## config.mk

```make
export PLATFORM = sky130hd
export DESIGN_NAME = stack_with_rotate_engine
export DESIGN_NICKNAME = d
export VERILOG_FILES = /design/src/srot_pkg.sv /design/src/srot_cell.sv /design/src/stack_with_rotate_engine.sv
export SDC_FILE = /design/constraint.sdc
export NUM_CORES = 1
export LEC_CHECK = 0
export BUFFER_PORTS_ARGS = -buffer_cell sky130_fd_sc_hd__clkbuf_2
export CAP_MARGIN = 20
export CORE_AREA = 5 5 211 316
export CTS_BUF_LIST = sky130_fd_sc_hd__clkbuf_4 sky130_fd_sc_hd__clkbuf_8
export CTS_CLUSTER_DIAMETER = 200
export DETAILED_ROUTE_END_ITERATION = 10
export DIE_AREA = 0 0 216 321
export HOLD_SLACK_MARGIN = 0.05
export PLACE_DENSITY = 0.52
export SETUP_SLACK_MARGIN = 0.05
export SLEW_MARGIN = 20
export SYNTH_ARGS = -nofsm -noshare
export SYNTH_HDL_FRONTEND = slang
export SYNTH_SLANG_ARGS = --single-unit
```

## constraint.sdc

```tcl
create_clock -name clk_i -period 8.89 [get_ports clk_i]
set_input_delay 0.889 -clock clk_i [delete_from_list [all_inputs] [get_ports clk_i]]
set_output_delay 0.889 -clock clk_i [all_outputs]
set_load 0.02 [all_outputs]
```

## src/srot_pkg.sv

```systemverilog
// Shared types and constants for the byte stack with rotate engine.
// Used by srot_cell, stack_with_rotate_engine and srot_checker.
`timescale 1ns / 1ps

package srot_pkg;

  // built depth default and field widths
  localparam int DEPTH_DEF   = 32;
  localparam int CAP_W       = 6;
  localparam int BYTE_W      = 8;
  localparam int CNT_W       = 6;
  localparam int APB_ADDR_W  = 3;
  localparam int APB_DATA_W  = 32;

  localparam logic [CAP_W-1:0] CAP_RESET = 6'd32;

  // register word index taken from paddr[2]
  localparam logic REG_CAPACITY = 1'b0;

  // request codes
  typedef enum logic [2:0] {
    REQ_PUSH  = 3'd0,
    REQ_POP   = 3'd1,
    REQ_PEEK  = 3'd2,
    REQ_DUP   = 3'd3,
    REQ_UROT  = 3'd4,
    REQ_DROT  = 3'd5,
    REQ_PRINT = 3'd6
  } req_e;

  // result status codes
  typedef enum logic [1:0] {
    ST_DONE  = 2'd0,
    ST_DATA  = 2'd1,
    ST_FULL  = 2'd2,
    ST_EMPTY = 2'd3
  } status_e;

  // per-cell load select
  typedef enum logic [1:0] {
    CELL_HOLD  = 2'd0,
    CELL_ABOVE = 2'd1,
    CELL_BELOW = 2'd2,
    CELL_BCAST = 2'd3
  } cell_op_e;

endpackage

```

## src/srot_cell.sv

```systemverilog
// One stack entry of the cell row: a byte register with a four-way load select.
// Depends on srot_pkg for cell_op_e.
`timescale 1ns / 1ps

module srot_cell (
  input  logic                 clk_i,
  input  srot_pkg::cell_op_e   op_i,
  input  logic [7:0]           above_i,
  input  logic [7:0]           below_i,
  input  logic [7:0]           bcast_i,
  output logic [7:0]           q_o
);
  import srot_pkg::*;

  logic [7:0] data_q;
  logic [7:0] data_d;

  // pick the next byte: keep, neighbor toward top, neighbor toward bottom, or broadcast
  always_comb begin
    case (op_i)
      CELL_ABOVE: data_d = above_i;
      CELL_BELOW: data_d = below_i;
      CELL_BCAST: data_d = bcast_i;
      default:    data_d = data_q;
    endcase
  end

  always_ff @(posedge clk_i) begin
    data_q <= data_d;
  end

  assign q_o = data_q;

endmodule

```

## src/stack_with_rotate_engine.sv

```systemverilog
// A single-result request gives its registered result in the cycle after it is accepted.
// One request per cycle while in_stall_o is low; every operation but print, a full rotate
// window too, is at most one shift of the cell row. Print of f entries gives f results
// (one row rotation per result) and holds off new requests until its last result.
// Reset clears fill level and output valid and sets capacity to 32; cell bytes are not cleared.
`timescale 1ns / 1ps

module stack_with_rotate_engine #(
  parameter int DEPTH = srot_pkg::DEPTH_DEF
) (
  input  logic                             clk_i,
  input  logic                             rst_ni,
  // request channel
  input  logic                             in_valid_i,
  output logic                             in_stall_o,
  input  logic [2:0]                       req_type_i,
  input  logic [7:0]                       data_in_i,
  input  logic [5:0]                       rotate_count_i,
  // result channel
  output logic                             out_valid_o,
  input  logic                             out_stall_i,
  output logic [1:0]                       status_o,
  output logic [7:0]                       data_out_o,
  output logic                             last_item_o,
  // configuration port
  input  logic                             psel,
  input  logic                             penable,
  input  logic                             pwrite,
  input  logic [srot_pkg::APB_ADDR_W-1:0]  paddr,
  input  logic [srot_pkg::APB_DATA_W-1:0]  pwdata,
  output logic [srot_pkg::APB_DATA_W-1:0]  prdata,
  output logic                             pready
);
  import srot_pkg::*;

  localparam int FW = $clog2(DEPTH + 1);

  // index 0 is the top of the stack
  logic [7:0]     cell_q  [DEPTH];
  cell_op_e       cell_op [DEPTH];
  logic [7:0]     bcast;

  logic [CAP_W-1:0] capacity_q;
  logic [FW-1:0]    fill_q, fill_d;
  logic             print_q, print_d;
  logic [FW-1:0]    left_q, left_d;

  logic             out_valid_q, out_valid_d;
  status_e          status_q, status_d;
  logic [7:0]       data_q, data_d;
  logic             last_q, last_d;
  logic             out_load;

  logic             in_take;
  logic             out_free;
  logic             is_full;
  logic             is_empty;
  logic             rot_ok;
  logic [7:0]       rot_pick;
  int               rot_n;
  int               fill_n;

  // configuration register
  always_ff @(posedge clk_i or negedge rst_ni) begin
    if (!rst_ni) begin
      capacity_q <= CAP_RESET;
    end else if (psel && penable && pwrite && pready && (paddr[2] == REG_CAPACITY)) begin
      capacity_q <= pwdata[CAP_W-1:0];
    end
  end

  assign pready = 1'b1;
  assign prdata = (paddr[2] == REG_CAPACITY) ? APB_DATA_W'(capacity_q) : '0;

  // handshake
  assign out_free   = ~out_valid_q | ~out_stall_i;
  assign in_stall_o = print_q | ~out_free;
  assign in_take    = in_valid_i & ~in_stall_o;

  // stack conditions
  assign fill_n   = int'(fill_q);
  assign rot_n    = int'(rotate_count_i);
  assign is_empty = (fill_q == '0);
  assign is_full  = (fill_n >= int'(capacity_q)) || (fill_n >= DEPTH);
  assign rot_ok   = (rotate_count_i != '0) && (rot_n <= fill_n);

  // byte at depth n for down-rotate
  always_comb begin
    rot_pick = '0;
    for (int i = 0; i < DEPTH; i++) begin
      if (i == rot_n - 1) begin
        rot_pick = cell_q[i];
      end
    end
  end

  // request decode, cell row control and result load
  always_comb begin
    for (int i = 0; i < DEPTH; i++) begin
      cell_op[i] = CELL_HOLD;
    end
    bcast    = data_in_i;
    fill_d   = fill_q;
    print_d  = print_q;
    left_d   = left_q;
    out_load = 1'b0;
    status_d = ST_DONE;
    data_d   = '0;
    last_d   = 1'b1;

    if (in_take) begin
      out_load = 1'b1;
      unique case (req_e'(req_type_i))
        REQ_PUSH: begin
          if (is_full) begin
            status_d = ST_FULL;
          end else begin
            for (int i = 0; i < DEPTH; i++) begin
              cell_op[i] = (i == 0) ? CELL_BCAST : CELL_ABOVE;
            end
            fill_d = fill_q + FW'(1);
          end
        end
        REQ_POP: begin
          if (is_empty) begin
            status_d = ST_EMPTY;
          end else begin
            for (int i = 0; i < DEPTH; i++) begin
              cell_op[i] = CELL_BELOW;
            end
            fill_d   = fill_q - FW'(1);
            status_d = ST_DATA;
            data_d   = cell_q[0];
          end
        end
        REQ_PEEK: begin
          if (is_empty) begin
            status_d = ST_EMPTY;
          end else begin
            status_d = ST_DATA;
            data_d   = cell_q[0];
          end
        end
        REQ_DUP: begin
          if (is_empty) begin
            status_d = ST_EMPTY;
          end else if (is_full) begin
            status_d = ST_FULL;
          end else begin
            for (int i = 1; i < DEPTH; i++) begin
              cell_op[i] = CELL_ABOVE;
            end
            fill_d = fill_q + FW'(1);
          end
        end
        REQ_UROT: begin
          if (rot_ok) begin
            bcast = cell_q[0];
            for (int i = 0; i < DEPTH; i++) begin
              if (i < rot_n - 1) begin
                cell_op[i] = CELL_BELOW;
              end else if (i == rot_n - 1) begin
                cell_op[i] = CELL_BCAST;
              end
            end
          end
        end
        REQ_DROT: begin
          if (rot_ok) begin
            bcast = rot_pick;
            for (int i = 0; i < DEPTH; i++) begin
              if (i == 0) begin
                cell_op[i] = CELL_BCAST;
              end else if (i < rot_n) begin
                cell_op[i] = CELL_ABOVE;
              end
            end
          end
        end
        REQ_PRINT: begin
          if (!is_empty) begin
            out_load = 1'b0;
            print_d  = 1'b1;
            left_d   = fill_q;
          end
        end
        default: begin
          status_d = ST_DONE;
        end
      endcase
    end else if (print_q && out_free) begin
      // emit the top, then rotate the whole filled window up by one
      out_load = 1'b1;
      status_d = ST_DATA;
      data_d   = cell_q[0];
      last_d   = (left_q == FW'(1));
      bcast    = cell_q[0];
      for (int i = 0; i < DEPTH; i++) begin
        if (i < fill_n - 1) begin
          cell_op[i] = CELL_BELOW;
        end else if (i == fill_n - 1) begin
          cell_op[i] = CELL_BCAST;
        end
      end
      left_d = left_q - FW'(1);
      if (left_q == FW'(1)) begin
        print_d = 1'b0;
      end
    end
  end

  assign out_valid_d = out_load | (out_valid_q & out_stall_i);

  // control registers
  always_ff @(posedge clk_i or negedge rst_ni) begin
    if (!rst_ni) begin
      fill_q      <= '0;
      print_q     <= 1'b0;
      left_q      <= '0;
      out_valid_q <= 1'b0;
    end else begin
      fill_q      <= fill_d;
      print_q     <= print_d;
      left_q      <= left_d;
      out_valid_q <= out_valid_d;
    end
  end

  // result payload
  always_ff @(posedge clk_i) begin
    if (out_load) begin
      status_q <= status_d;
      data_q   <= data_d;
      last_q   <= last_d;
    end
  end

  assign out_valid_o = out_valid_q;
  assign status_o    = status_q;
  assign data_out_o  = data_q;
  assign last_item_o = last_q;

  // row of cells, each wired to its neighbors
  for (genvar g = 0; g < DEPTH; g++) begin : g_cell
    logic [7:0] above;
    logic [7:0] below;

    if (g == 0) begin : g_top
      assign above = bcast;
    end else begin : g_mid_a
      assign above = cell_q[g-1];
    end

    if (g == DEPTH - 1) begin : g_bot
      assign below = bcast;
    end else begin : g_mid_b
      assign below = cell_q[g+1];
    end

    srot_cell u_cell (
      .clk_i   (clk_i),
      .op_i    (cell_op[g]),
      .above_i (above),
      .below_i (below),
      .bcast_i (bcast),
      .q_o     (cell_q[g])
    );
  end

endmodule

```

==> impl_metrics.csv <==
group,metric,value,unit
pwr,powerDensity,420.3,nW/um^2
logic_synthesis,async_flop_share,0.06969,
pwr,internal_power,5044,uW
status,outcome,"complete, no violations",
logic_synthesis,syn_inst,2516,
routing,wirelength,117.0,mm
clock_tree,cts_tree,"built",
clock_tree,clkSinkCount,287,
logic_synthesis,synth_top_family_by_area,"compound AO/OA/AOI/OAI gates",
hold_path,hp-class,"in2async",
clock_tree,hold_buffers,0,
pwr,p_clk_frac,0.132,
setup_path,crit_path_start_kind,"primary input",
setup_path,arrival,7.10,ns
logic_synthesis,ys_warn_count,0,
routing,ant_nets,0,
global_route,grt_pass1_vias,22650,
pwr,combPwrFrac,0.490,
floorplan,dieArea,69340,um^2
setup_path,crit_type,"in2reg",
place,dp.cells,3273,
floorplan,die_y,321,um
floorplan,pin_count,105,
global_route,grt_max_degree,44,
sta,hold_viol,0,
run,drv_cap,0,
setup_path,endpoint_kind,"flip-flop",
pwr,switching_share,0.5030,
floorplan,rows,114,
logic_synthesis,synth.distinct_cells,117,
pwr,leakagePower,0.008025,uW
cells_and_area,fill_cells,6471,
clock_tree,clockRootBuffer,"clkbuf_8",
setup_path,crit_top_cell,"a2111oi_0",
setup_path,required,9.23,ns
global_route,grt_pass1_wl,164.8,mm
global_route,overflow,0,
sta,min_period,6.755,ns
routing,wl_per_cell,34.84,um
cells_and_area,stdcell_count,3358,
setup_path,r2r_slack,2.99,ns
cells_and_area,final_cell_mix,"267 x edfxtp_1, 200 x a21oi_1, 178 x nand2_1",
clock_tree,clock_latency,0.64,ns
routing,remaining_drc_errors,0,
setup_path,critical_path.top_delay_family,"compound AO/OA/AOI/OAI gates",
setup_path,slowest_delay,0.82,ns
cells_and_area,final_common_cell,"edfxtp_1",
logic_synthesis,yosysSeqAreaShare,0.3873,
clock_tree,postCtsSetupRepairBufs,0,
sta,fin_crit_sh,0.7599,
logic_synthesis,synth_enable_flop_cells,267,
pwr,p_total,10150,uW
logic_synthesis,syn_avg_cell_area,8.742,um^2
sta,timing.final.ws_setup,2.135,ns
place,gp_congestion,1.056,
logic_synthesis,synth_seq_cells,287,
sta,fmax,0.1480,GHz
setup_path,reg2regPathDepth,11,
pwr,seq_power_share,0.377,
setup_path,path_max_fanout,22,
setup_path,critPathSlowestCell,"a21oi_4",
pwr,peakVddDrop,0.1494,mV
clock_tree,cts_resized,0,
sta,finalSetupTns,0,ns
setup_path,crit_chain,"clkbuf_2 -> buf_4 -> inv_1 -> ha_1 -> xor2_2 -> nand2_1 -> nor3_2 -> a2111oi_0 -> nand4_1 -> a2111oi_0 -> o221ai_1 -> a21oi_4 -> o21ai_0",
clock_tree,clockBufferDepth,3,
logic_synthesis,synth_simple_gate_area_frac,0.1932,
floorplan,core-area,63760,um^2
sta,max_slew_margin,0.1147,
global_route,antenna_found_initial,1,
place,dp_hpwl,85.97,mm
logic_synthesis,synth_fa_ha_area_frac,0.01672,
routing,num_vias,23670,
sta,worst_pin_slew,1.316,ns
logic_synthesis,synth_xor_area_frac,0.005120,
cells_and_area,multi_input_area,12340,um^2
clock_tree,cts_buffers,46,
floorplan,die_w,216,um
routing,first_pass_iters,6,
cells_and_area,drive_gt1_frac,0.1336,
cells_and_area,final_nets,2596,
global_route,grt_use_total,0.3207,
clock_tree,htree_levels,2,
clock_tree,clkTransAtPathRegs,0.07,ns
setup_path,r2r-start,"fill_q[5]$_DFFE_PN0P_",
cells_and_area,seq_area,8519,um^2
routing,via_per_inst,7.049,
routing,drt-initial-drc-count,3241,
sta,fin_skew,0.03311,ns
logic_synthesis,synth-compound-area-share,0.3256,
logic_synthesis,synthFlopType,"edfxtp_1",
logic_synthesis,synth_area,21990,um^2
logic_synthesis,muxShareOfSynthArea,0.009386,
place,place.port_buffers,49,
sta,setup_violations,0,
setup_path,r2r-end,"g_cell[17].u_cell.q_o[5]$_DFFE_PP_",
pwr,p_sw,5105,uW
cells_and_area,syn2layout_area_growth,9.790,%
place,dp_slack,1.794,ns
floorplan,initial_core_util,0.3450,
sta,drv_slew,0,
setup_path,cp_num_buf_inv,3,
sta,rsz0062_at_grt,"false",
## metal layers
layer	vias up	track usage	share of wire
met5	-	0	0
met4	0	0.2441	0.092
met3	461	0.05913	0.089
met2	1651	0.5272	0.47
met1	11580	0.3708	0.35
li1	9982	-	-
## layout make-up
type                    instances  share of cell area
repair buffers                145             0.04000
clock inverters                21             0.01031
diodes                          2           0.0002073
multi-input cells            1963              0.5111
inverters                      66             0.01026
well taps                     812             0.04207
clock buffers                  62             0.03326
flip-flops and latches        287              0.3528
## sequential cells by signal, summed over array words and instances (netlist names), 2 cells and up
name               flops
left_q                 6
g_cell.u_cell.q_o    256
fill_q                 6
status_o               2
data_out_o             8
capacity_q             6
## through the flow
step | instance area (um^2) | hold slack [ns] | util
CTS | 24130 | 0.2129 | 0.3785
finish | 24150 | 0.2220 | 0.3787
global placement | 23070 | 0.4867 | 0.3618
floorplan | 22090 | 0.4614 | -
global route | 24150 | 0.2472 | 0.3787
detailed placement | 23080 | 0.5069 | 0.3620
## how the worst max path moves through the flow
stage	start	endpoint	slack, ns	depth (start not counted)
global placement	rotate_count_i[0]	g_cell[8].u_cell.q_o[4]$_DFFE_PP_	1.50	14
CTS	rotate_count_i[0]	g_cell[4].u_cell.q_o[4]$_DFFE_PP_	2.46	14
floorplan	rotate_count_i[0]	g_cell[31].u_cell.q_o[0]$_DFFE_PP_	4.17	16
detailed placement	rotate_count_i[0]	g_cell[2].u_cell.q_o[4]$_DFFE_PP_	1.79	14
finish	rotate_count_i[0]	g_cell[4].u_cell.q_o[4]$_DFFE_PP_	2.13	13
global route	rotate_count_i[0]	g_cell[4].u_cell.q_o[4]$_DFFE_PP_	2.12	14
## power by group through the flow
stage / Clock (uW) / Combinational (uW) / Sequential (uW)
final: 1340 / 4980 / 3830
after floorplan: 0 / 3260 / 3180
after global placement: 0 / 4700 / 3800
after detailed placement: 0 / 4800 / 3800
after global routing: 1420 / 5290 / 3840
after CTS: 1360 / 4820 / 3780
## worst register-to-register path: stages, from the launching register on
cell	delay, ns
dfrtp_1	0.78
clkinv_1	0.41
ha_1	0.43
nand3_1	0.09
o21ai_0	0.23
nand2_1	0.68
nor3_2	0.51
buf_4	0.35
a2111oi_1	0.16
o22ai_1	0.83
nand2b_1	0.65
nand2_1	0.42
## kinds of logic (layout without fill, tap and decap cells)
logic type,after synthesis,after routing
other,2,29
XOR/XNOR,12,12
adder cells (fa/ha/maj),29,29
buffers and inverters,291,294
AND/OR/NAND/NOR,815,815
multiplexers,18,18
AO/OA/AOI/OAI,1062,1062
flip-flops,287,287
## cell usage after synthesis, drive strengths merged (13+ instances only)
library cell	n	area share
edfxtp	267	0.36
o21ai	206	0.047
a21oi	205	0.047
nand2	181	0.031
nor2	165	0.028
o22ai	131	0.038
clkbuf	122	0.021
nor3	117	0.029
buf	103	0.030
a31oi	82	0.024
nand3	76	0.018
inv	64	0.011
a22oi	59	0.020
a211oi	48	0.017
a221oi	48	0.019
nor4	47	0.017
nand2b	36	0.010
o211ai	36	0.013
or3	34	0.0097
nand4	33	0.0094
or2	29	0.0082
and2	27	0.0077
ha	27	0.015
a311oi	22	0.0088
a41oi	21	0.0084
dfrtp	19	0.022
nor2b	19	0.0054
o31ai	19	0.0067
a21o	18	0.0061
a221o	15	0.0068
o21a	13	0.0044
or4	13	0.0044
No activity file was read; power rests on OpenSTA's default activity.
